## src/design/alfs_pkg.sv

```systemverilog
// Shared definitions for the APU length counter and frame sequencer.
// Holds register offsets, field widths and the length lookup table.
// No dependencies.
package alfs_pkg;

	localparam int PERIOD_W  = 11;
	localparam int LENGTH_W  = 8;
	localparam int ENABLE_W  = 5;
	localparam int ADDR_W    = 5;
	localparam int DATA_W    = 8;
	localparam int DIVIDE_W  = 16;
	localparam int STEP_W    = 3;
	localparam int S_TDATA_W = 16;
	localparam int M_TDATA_W = 64;

	localparam logic [DIVIDE_W-1:0] FRAME_DIVIDE_RST = 16'd20545;

	localparam logic [ADDR_W-1:0] REG_P1_LO  = 5'd2;
	localparam logic [ADDR_W-1:0] REG_P1_HI  = 5'd3;
	localparam logic [ADDR_W-1:0] REG_P2_LO  = 5'd6;
	localparam logic [ADDR_W-1:0] REG_P2_HI  = 5'd7;
	localparam logic [ADDR_W-1:0] REG_TRI_LO = 5'd10;
	localparam logic [ADDR_W-1:0] REG_TRI_HI = 5'd11;
	localparam logic [ADDR_W-1:0] REG_STATUS = 5'd21;
	localparam logic [ADDR_W-1:0] REG_FRAME  = 5'd23;

	localparam logic CMD_TICK  = 1'b0;
	localparam logic CMD_WRITE = 1'b1;

	typedef logic [PERIOD_W-1:0] period_t;
	typedef logic [LENGTH_W-1:0] length_t;

	function automatic length_t len_lookup(input logic [4:0] idx);
		length_t v;
		case (idx)
			5'd0: v = 8'd10;
			5'd1: v = 8'd254;
			5'd2: v = 8'd20;
			5'd3: v = 8'd2;
			5'd4: v = 8'd40;
			5'd5: v = 8'd4;
			5'd6: v = 8'd80;
			5'd7: v = 8'd6;
			5'd8: v = 8'd160;
			5'd9: v = 8'd8;
			5'd10: v = 8'd60;
			5'd11: v = 8'd10;
			5'd12: v = 8'd14;
			5'd13: v = 8'd12;
			5'd14: v = 8'd36;
			5'd15: v = 8'd14;
			5'd16: v = 8'd12;
			5'd17: v = 8'd16;
			5'd18: v = 8'd24;
			5'd19: v = 8'd18;
			5'd20: v = 8'd48;
			5'd21: v = 8'd20;
			5'd22: v = 8'd96;
			5'd23: v = 8'd22;
			5'd24: v = 8'd192;
			5'd25: v = 8'd24;
			5'd26: v = 8'd72;
			5'd27: v = 8'd26;
			5'd28: v = 8'd16;
			5'd29: v = 8'd28;
			5'd30: v = 8'd32;
			5'd31: v = 8'd30;
			default: v = 8'd0;
		endcase
		return v;
	endfunction

endpackage

```

## src/design/apu_length_and_frame_sequencer.sv

```systemverilog
// Top level: APU period registers, pulse length counters and frame sequencer.
// Depends on alfs_pkg.
//
// channel   | handshake          | payload
// s_axis    | s_tvalid/s_tready  | tuser: cmd; tdata: reg_addr, write_data
// m_axis    | m_tvalid/m_tready  | tdata: irq_pulse .. irq_blocked
// cfg       | cfg_we             | cfg_wdata: frame_divide
//
// One item per cycle unless stalled; results appear in the cycle after acceptance.
// The state update and the result register load in the same cycle as accept.
// The one-deep result register stalls input only while it holds an untaken item.
// arst_n clears all state but the result data; frame_divide resets to 20545.
module apu_length_and_frame_sequencer (
	input  logic                           clk,
	input  logic                           arst_n,
	input  logic                           cfg_we,
	input  logic [alfs_pkg::DIVIDE_W-1:0]  cfg_wdata,  // frame_divide
	input  logic                           s_tvalid,
	output logic                           s_tready,
	input  logic [alfs_pkg::S_TDATA_W-1:0] s_tdata,    // reg_addr[4:0], write_data[12:5]
	input  logic                           s_tuser,    // cmd
	output logic                           m_tvalid,
	input  logic                           m_tready,
	output logic [alfs_pkg::M_TDATA_W-1:0] m_tdata     // irq_pulse[0], pulse1_period[11:1],
	                                                   // pulse2_period[22:12],
	                                                   // triangle_period[33:23],
	                                                   // pulse1_remaining[41:34],
	                                                   // pulse2_remaining[49:42],
	                                                   // channel_enable[54:50],
	                                                   // seq_mode[55], irq_blocked[56]
);
	import alfs_pkg::*;

	logic [DIVIDE_W-1:0] divide_q, tick_q, tick_d;
	logic [STEP_W-1:0]   step_q, step_d, step_eff;
	period_t             p1_q, p2_q, tri_q, p1_d, p2_d, tri_d;
	length_t             len1_q, len2_q, len1_d, len2_d;
	logic [ENABLE_W-1:0] en_q, en_d;
	logic                mode_q, mode_d, inh_q, inh_d;
	logic                irq_d, fire, dec, accept;
	logic [ADDR_W-1:0]   addr;
	logic [DATA_W-1:0]   wdata;
	logic [M_TDATA_W-1:0] out_q;
	logic                 out_valid_q;

	assign addr     = s_tdata[ADDR_W-1:0];
	assign wdata    = s_tdata[ADDR_W+DATA_W-1:ADDR_W];
	assign s_tready = !out_valid_q || m_tready;
	assign accept   = s_tvalid && s_tready;
	assign m_tvalid = out_valid_q;
	assign m_tdata  = out_q;

	always_comb begin
		tick_d   = tick_q;
		step_d   = step_q;
		p1_d     = p1_q;
		p2_d     = p2_q;
		tri_d    = tri_q;
		len1_d   = len1_q;
		len2_d   = len2_q;
		en_d     = en_q;
		mode_d   = mode_q;
		inh_d    = inh_q;
		irq_d    = 1'b0;
		fire     = tick_q >= divide_q;
		step_eff = (step_q > 3'd3) ? 3'd0 : step_q;
		dec      = (step_eff == 3'd1) || (step_eff == 3'd3);
		if (s_tuser == CMD_TICK) begin
			if (fire) begin
				tick_d = '0;
				step_d = step_eff + 3'd1;
				irq_d  = (step_eff == 3'd3) && !inh_q;
				if (dec) begin
					if (len1_q != '0) len1_d = len1_q - 8'd1;
					if (len2_q != '0) len2_d = len2_q - 8'd1;
				end
			end else begin
				tick_d = tick_q + 16'd1;
			end
		end else begin
			case (addr)
				REG_P1_LO: p1_d = {p1_q[10:8], wdata};
				REG_P1_HI: begin
					p1_d   = {wdata[2:0], p1_q[7:0]};
					len1_d = len_lookup(wdata[7:3]);
				end
				REG_P2_LO: p2_d = {p2_q[10:8], wdata};
				REG_P2_HI: begin
					p2_d   = {wdata[2:0], p2_q[7:0]};
					len2_d = len_lookup(wdata[7:3]);
				end
				REG_TRI_LO: tri_d = {tri_q[10:8], wdata};
				REG_TRI_HI: tri_d = {wdata[2:0], tri_q[7:0]};
				REG_STATUS: en_d = wdata[ENABLE_W-1:0];
				REG_FRAME: begin
					mode_d = wdata[7];
					inh_d  = wdata[6];
				end
				default: ;
			endcase
		end
	end

	always_ff @(posedge clk or negedge arst_n) begin
		if (!arst_n) begin
			divide_q    <= FRAME_DIVIDE_RST;
			tick_q      <= '0;
			step_q      <= '0;
			p1_q        <= '0;
			p2_q        <= '0;
			tri_q       <= '0;
			len1_q      <= '0;
			len2_q      <= '0;
			en_q        <= '0;
			mode_q      <= 1'b0;
			inh_q       <= 1'b0;
			out_valid_q <= 1'b0;
		end else begin
			if (cfg_we) divide_q <= cfg_wdata;
			if (accept) begin
				tick_q <= tick_d;
				step_q <= step_d;
				p1_q   <= p1_d;
				p2_q   <= p2_d;
				tri_q  <= tri_d;
				len1_q <= len1_d;
				len2_q <= len2_d;
				en_q   <= en_d;
				mode_q <= mode_d;
				inh_q  <= inh_d;
			end
			if (accept) out_valid_q <= 1'b1;
			else if (m_tready) out_valid_q <= 1'b0;
		end
	end

	always_ff @(posedge clk) begin
		if (accept) begin
			out_q <= {7'd0, inh_d, mode_d, en_d, len2_d, len1_d, tri_d, p2_d, p1_d, irq_d};
		end
	end

endmodule

```

## config.mk

```make
export PLATFORM = sky130hd
export DESIGN_NAME = apu_length_and_frame_sequencer
export DESIGN_NICKNAME = d
export VERILOG_FILES = /design/src/design/alfs_pkg.sv /design/src/design/apu_length_and_frame_sequencer.sv
export SDC_FILE = /design/constraint.sdc
export NUM_CORES = 1
export LEC_CHECK = 0
export BUFFER_PORTS_ARGS = -buffer_cell sky130_fd_sc_hd__clkbuf_2
export CAP_MARGIN = 20
export CORE_MARGIN = 5
export CORE_UTILIZATION = 60
export DETAILED_ROUTE_END_ITERATION = 10
export PLACE_DENSITY = 0.82
export SYNTH_ARGS = -nofsm -noshare
export SYNTH_HDL_FRONTEND = slang
export SYNTH_SLANG_ARGS = --single-unit
```

## constraint.sdc

```tcl
create_clock -name clk -period 7.65 [get_ports clk]
set_clock_uncertainty 0.15 [all_clocks]
set_input_delay 0 -clock clk [delete_from_list [all_inputs] [get_ports clk]]
set_output_delay 0 -clock clk [all_outputs]
set_load 0.005 [all_outputs]
```

; ---- Word-level counts from Yosys, hierarchy flattened
; Memories as Yosys holds them, arrays and structs flattened.
; Cells that the tools add are included.
[word_totals]
ff_bits = 149
romBits = 448
inputBits = 38
output_inout_bits = 66
word_cells = 72
mem_count = 2
[op_classes]
n_addsub = 4
n_lt_le_gt_ge = 2
n_eq_ne = 10
n_mux = 26
bitwise_logic = 2
reduce_logical = 12
[mem_list]
columns = memory, words, width, rd, rd_ports_with_merged_regs, write_ports, line_no
row1 = (name not given), 32, 7, 1, 0, 0, alfs_pkg.sv:35  ; case (idx)
row2 = (name not given), 32, 7, 1, 0, 0, alfs_pkg.sv:35
[op_table]
columns = operator, count
row1 = $mux W8, 10
row2 = $pmux W11 S2, 3
row3 = $mux W11, 3
row4 = $add A16 B1 Y16 const B, 1
row5 = $ge A16 B16 Y1, 1
row6 = $mux W16, 1
row7 = $reduce_bool A8 Y1, 2
row8 = $sub A8 B1 Y8 const B, 2
row9 = $eq A5 B2 Y1 const B, 2
row10 = $eq A5 B3 Y1 const B, 2
row11 = $eq A5 B4 Y1 const B, 2
row12 = $eq A5 B5 Y1 const B, 2
row13 = $mux W5, 2
row14 = $mux W1, 6
row15 = $add A3 B1 Y3 const B, 1
row16 = $eq A3 B1 Y1 const B, 1
row17 = $eq A3 B2 Y1 const B, 1
row18 = $gt A3 B2 Y1 const B, 1
row19 = $mux W3, 1
row20 = $reduce_and A3 Y1, 1
row21 = $logic_and A1 B1 Y1, 2
row22 = $logic_not A1 Y1, 2
row23 = $logic_or A1 B1 Y1, 2
row24 = $not A1 Y1, 2
row25 = other kinds (3), 3

; ---- Logic depth before layout (Yosys ltp)
[logic_depth]
word_depth = 7
ltp_mapped = 11
mapped_depth_nobuf = 10

; ---- Least setup slack after synthesis
; No wires, ideal clock.
[synth_path]
path_type = register -> register
start = register out_valid_q (netlist: m_tvalid)
end = register out_q[0] (netlist: m_tdata[0]) (enable)
arrival_ns = 2.948
required_time_ns = 7.057
slack_ns = 4.109
stages_incl_launch_ff = 6
n_path_buf = 2
synth_period_minus_slack_ns = 3.541
path_cell_list = dfrtp_1 > nand2b_1 > nand2_1 > inv_2 > clkbuf_1 > clkbuf_1
[synth_between]
elab_chain_cells = 3
[synth_rtl]
columns = item, line_no
row1 = start: declaration, apu_length_and_frame_sequencer.sv:44  ; logic out_valid_q;
row2 = start signal: assignment, apu_length_and_frame_sequencer.sv:117  ; out_valid_q <= 1'b0;
row3 = start signal: assignment, apu_length_and_frame_sequencer.sv:132  ; if (accept) out_valid_q <= 1'b1;
row4 = start signal: assignment, apu_length_and_frame_sequencer.sv:133  ; else if (m_tready) out_valid_q <= 1'b0;
row5 = $logic_not A1 Y1, apu_length_and_frame_sequencer.sv:48  ; assign s_tready = !out_valid_q || m_tready;
row6 = $logic_or A1 B1 Y1, apu_length_and_frame_sequencer.sv:48
row7 = named net s_tready, apu_length_and_frame_sequencer.sv:19  ; output logic s_tready,
row8 = $logic_and A1 B1 Y1, apu_length_and_frame_sequencer.sv:49  ; assign accept = s_tvalid && s_tready;
row9 = named net accept, apu_length_and_frame_sequencer.sv:40  ; logic irq_d, fire, dec, accept;
row10 = end signal: assignment, apu_length_and_frame_sequencer.sv:139  ; out_q <= {7'd0, inh_d, mode_d, en_d, len2_d, len1_d, tri_d, p2_d, p1_d, irq_d};
row11 = end: declaration, apu_length_and_frame_sequencer.sv:43  ; logic [M_TDATA_W-1:0] out_q;
; The timed path passes the listed nets, and every way through them passes these cells.
; A chain may end at the register's enable or synchronous reset.

; ---- Worst setup path in the final report
[layout_path]
start = register divide_q[0]
end = register tick_q[7]
[layout_between]
elab_chain_cells = 2
[layout_rtl]
columns = item, line_no
row1 = start: declaration, apu_length_and_frame_sequencer.sv:34  ; logic [DIVIDE_W-1:0] divide_q, tick_q, tick_d;
row2 = start signal: assignment, apu_length_and_frame_sequencer.sv:119  ; if (cfg_we) divide_q <= cfg_wdata;
row3 = $ge A16 B16 Y1, apu_length_and_frame_sequencer.sv:65  ; fire = tick_q >= divide_q;
row4 = $mux W16, apu_length_and_frame_sequencer.sv:69  ; if (fire) begin
row5 = end signal: assignment, apu_length_and_frame_sequencer.sv:121  ; tick_q <= tick_d;
row6 = end: declaration, apu_length_and_frame_sequencer.sv:34
; Every way passes these cells.

==> flow_summary.json <==
{
  "dp_hpwl_mm": 11.70,
  "worst_slew_pin_slew_ns": 1.080,
  "grt_pass1_vias": 6392,
  "fp.dieW_microns": 125.3,
  "io_buffer_count": 93,
  "placedCellCount": 1022,
  "hold_violations": 0,
  "core_region_area_sq_um": 13140,
  "max_freq_mhz": 313.2,
  "setup_viol": 0,
  "instances_no_fill": 1104,
  "syn_to_final_growth_pct": 20.24,
  "ir_drop_mv": 0.1951,
  "ys_seq_area_frac": 0.5038,
  "top_usage_layer": "met2",
  "cp_slowest_stage_delay_ns": 0.59,
  "synth_top_family_by_area": "simple AND/OR/NAND/NOR gates",
  "htreeDepth": 4,
  "r2r-end": "tick_q[7]",
  "synth_area_leaders": "dfrtp_1 (28%), edfxtp_1 (21%), nand2_1 (7.9%), mux2_2 (6.9%), ha_1 (4.7%)",
  "crit_required_ns": 7.85,
  "grt-ovfl-total": 0,
  "dr.first_iter.drc_count": 767,
  "muxShareOfSynthArea": 0.08580,
  "path_common_cell": "nor2_1",
  "num_vias": 6609,
  "drive_above_1_share": 0.2134,
  "yosys.area.top_type": "dfrtp_1",
  "grt_max_degree": 81,
  "fin_nets": 983,
  "finish.utilization": 0.7300,
  "met2_usage": 0.4198,
  "antenna_found_initial": 0,
  "crit_fanout": 26,
  "cellInternalPower_mw": 1.691,
  "place_congestion": 0.8838,
  "wire_per_inst_microns": 18.65,
  "cts_buffer_depth": 2,
  "die_area_sq_um": 15700,
  "synth_edf_count": 57,
  "rows": 42,
  "totalPowerFinal_mw": 2.371,
  "ys_warn_count": 0,
  "fin_crit_sh": 0.4174,
  "crit_chain": "ha_1, nand2b_4, a2111o_1, a221o_1, a21oi_4, nor2_1, nor2_1",
  "relSlewSlack": 0.2782,
  "cp-endpoint": "tick_q[7]",
  "grt_use_met3": 0.08486,
  "route.detailed.drc": 0,
  "rsz0062_at_grt": "false",
  "critical_path_class": "flip-flop to flip-flop",
  "ys_types": 73,
  "io_pins": 104,
  "max-cap-violations": 0,
  "r2r_start": "divide_q[0]",
  "die_h_microns": 125.3,
  "r2r_slack_ns": 4.46,
  "yosysMostFrequentCell": "nand2_1",
  "p_sw_uw": 680.0,
  "clkPwrFrac": 0.355,
  "crit_start": "divide_q[0]",
  "hold-worst-slack_ns": 0.01363,
  "power_frac_comb": 0.192,
  "cp-end-kind": "flip-flop",
  "synth_flop_cell": "dfrtp_1",
  "synth_xor_area_frac": 0.01537,
  "nFillCells": 910,
  "antenna_cells": 0,
  "ctsHoldBuffers": 50,
  "clock_latency_ns": 0.44,
  "vias_per_cell": 5.986,
  "clkTransAtPathRegs_ns": 0.07,
  "firstDrtPassIters": 5,
  "synthCells": 790,
  "switching_share": 0.2868,
  "synthTopCellsByCount": "nand2_1 (168), dfrtp_1 (88), edfxtp_1 (57)",
  "status": "finished clean",
  "start_util": 0.6071,
  "syn_area_sq_um": 7976,
  "synth-simple-area-share": 0.1763,
  "postCtsSetupBuffers": 0,
  "synth_fa_ha_area_frac": 0.04706,
  "final_max_slew_viol_count": 0,
  "reg2reg_depth": 7,
  "yosys.area.top_type_share": 0.2761,
  "startpoint_type": "flip-flop",
  "wirelength_mm": 20.59,
  "power.density_nw_per_um2": 247.3,
  "leakagePower_nw": 4.363,
  "grt_pass1_wl_mm": 33.75,
  "p_seq_frac": 0.453,
  "min_period_ns": 3.193,
  "cts_tree": "yes",
  "synth_compound_area_frac": 0.1247,
  "syn_area_per_cell_sq_um": 10.10,
  "gr-usage-all-layers": 0.2710,
  "final.setup.tns_ns": 0,
  "ant_nets": 0,
  "async_flop_share": 0.6174,
  "clock-root-buffer": "clkbuf_16",
  "clock_sinks": 149,
  "arrival_ns": 3.39,
  "ys_ff_latch": 149,
  "hold_class": "input pin to flip-flop",
  "ctsResizeCount": 0,
  "crit_slowest_cell": "a21oi_4",
  "cts_buffers": 17,
  "use_met1": 0.3517
}
-- cell type report --
class                      count  area (sq um)  area share
clock buffer                  21         460.4     0.04801
clock inverter                11         125.1     0.01305
inverter                      35         133.9     0.01396
multi-input combinational    564          3616      0.3770
sequential                   149          4019      0.4190
tap                          176         220.2     0.02296
timing repair buffer         148          1016      0.1059
-- cells in the final DEF, fill, tap and decap left out, drive strengths merged, types with 10 or more instances in the layout --
master and instances:
nand2 168, clkbuf 113, dfrtp 88, edfxtp 57
mux2 49, dlygate4sd3 49, o21ai 43, nor2 38
inv 37, ha 30, nand3 25, a21oi 22
nor3 14, mux2i 11, o211ai 11, a31oi 10
-- kinds of logic after synthesis --
group / Yosys count
muxes: 61
DFF: 149
xor gates and xnor gates: 14
AOI/OAI and AO/OA: 145
and+or+nand+nor: 306
other: 2
buffers and inverters: 83
adders and majority gates: 30
-- power groups by stage --
stage / clock network [mW] / logic (mW) / registers, mW
6_report: 0.843 / 0.454 / 1.07
4_1_cts: 0.841 / 0.445 / 1.07
5_1_grt: 0.889 / 0.510 / 1.09
3_5_place_dp: 0 / 0.416 / 1.08
2_1_floorplan: 0 / 0.300 / 1.06
3_3_place_gp: 0 / 0.401 / 1.08
-- registers in the layout (all words and copies together) (netlist names) --
name      cells
divide_q     16
en_q          5
step_q        3
p1_q         11
tri_q        11
mode_q        1
m_tdata      57
len2_q        8
m_tvalid      1
len1_q        8
tick_q       16
inh_q         1
p2_q         11
-- stage by stage --
stage	setup WS [ns]	instance area, sq um
after floorplan	4.109	7999
after global placement	4.584	8494
after detailed placement	4.567	8494
after CTS	4.532	9590
after global routing	4.349	9590
final	4.457	9590
-- critical path, delay by kind of cell (launching register included) --
kind / cells / cell delay [ns]
AO/OA/AOI/OAI: 3 / 1.41
AND/OR/NAND/NOR: 3 / 0.78
flip-flops: 1 / 0.54
adder cells (fa/ha/maj): 1 / 0.22
-- per-layer routing --
layer	vias up	wire, microns
met1	3169	7962
met4	0	899
li1	3059	-
met2	296	9872
met3	85	1854
met5	-	0
-- worst min path at each step --
| stage | from | endpoint | cells after the start |
|---|---|---|---|
| floorplan | arst_n | divide_q[10] | 0 |
| global placement | arst_n | divide_q[9] | 1 |
| CTS | s_tdata[4] | m_tdata[55] | 4 |
| global route | s_tdata[4] | m_tdata[55] | 4 |
| detailed placement | arst_n | divide_q[9] | 1 |
| finish | s_tdata[4] | m_tdata[55] | 4 |
Note: power is estimated with default switching activity, not from simulation.
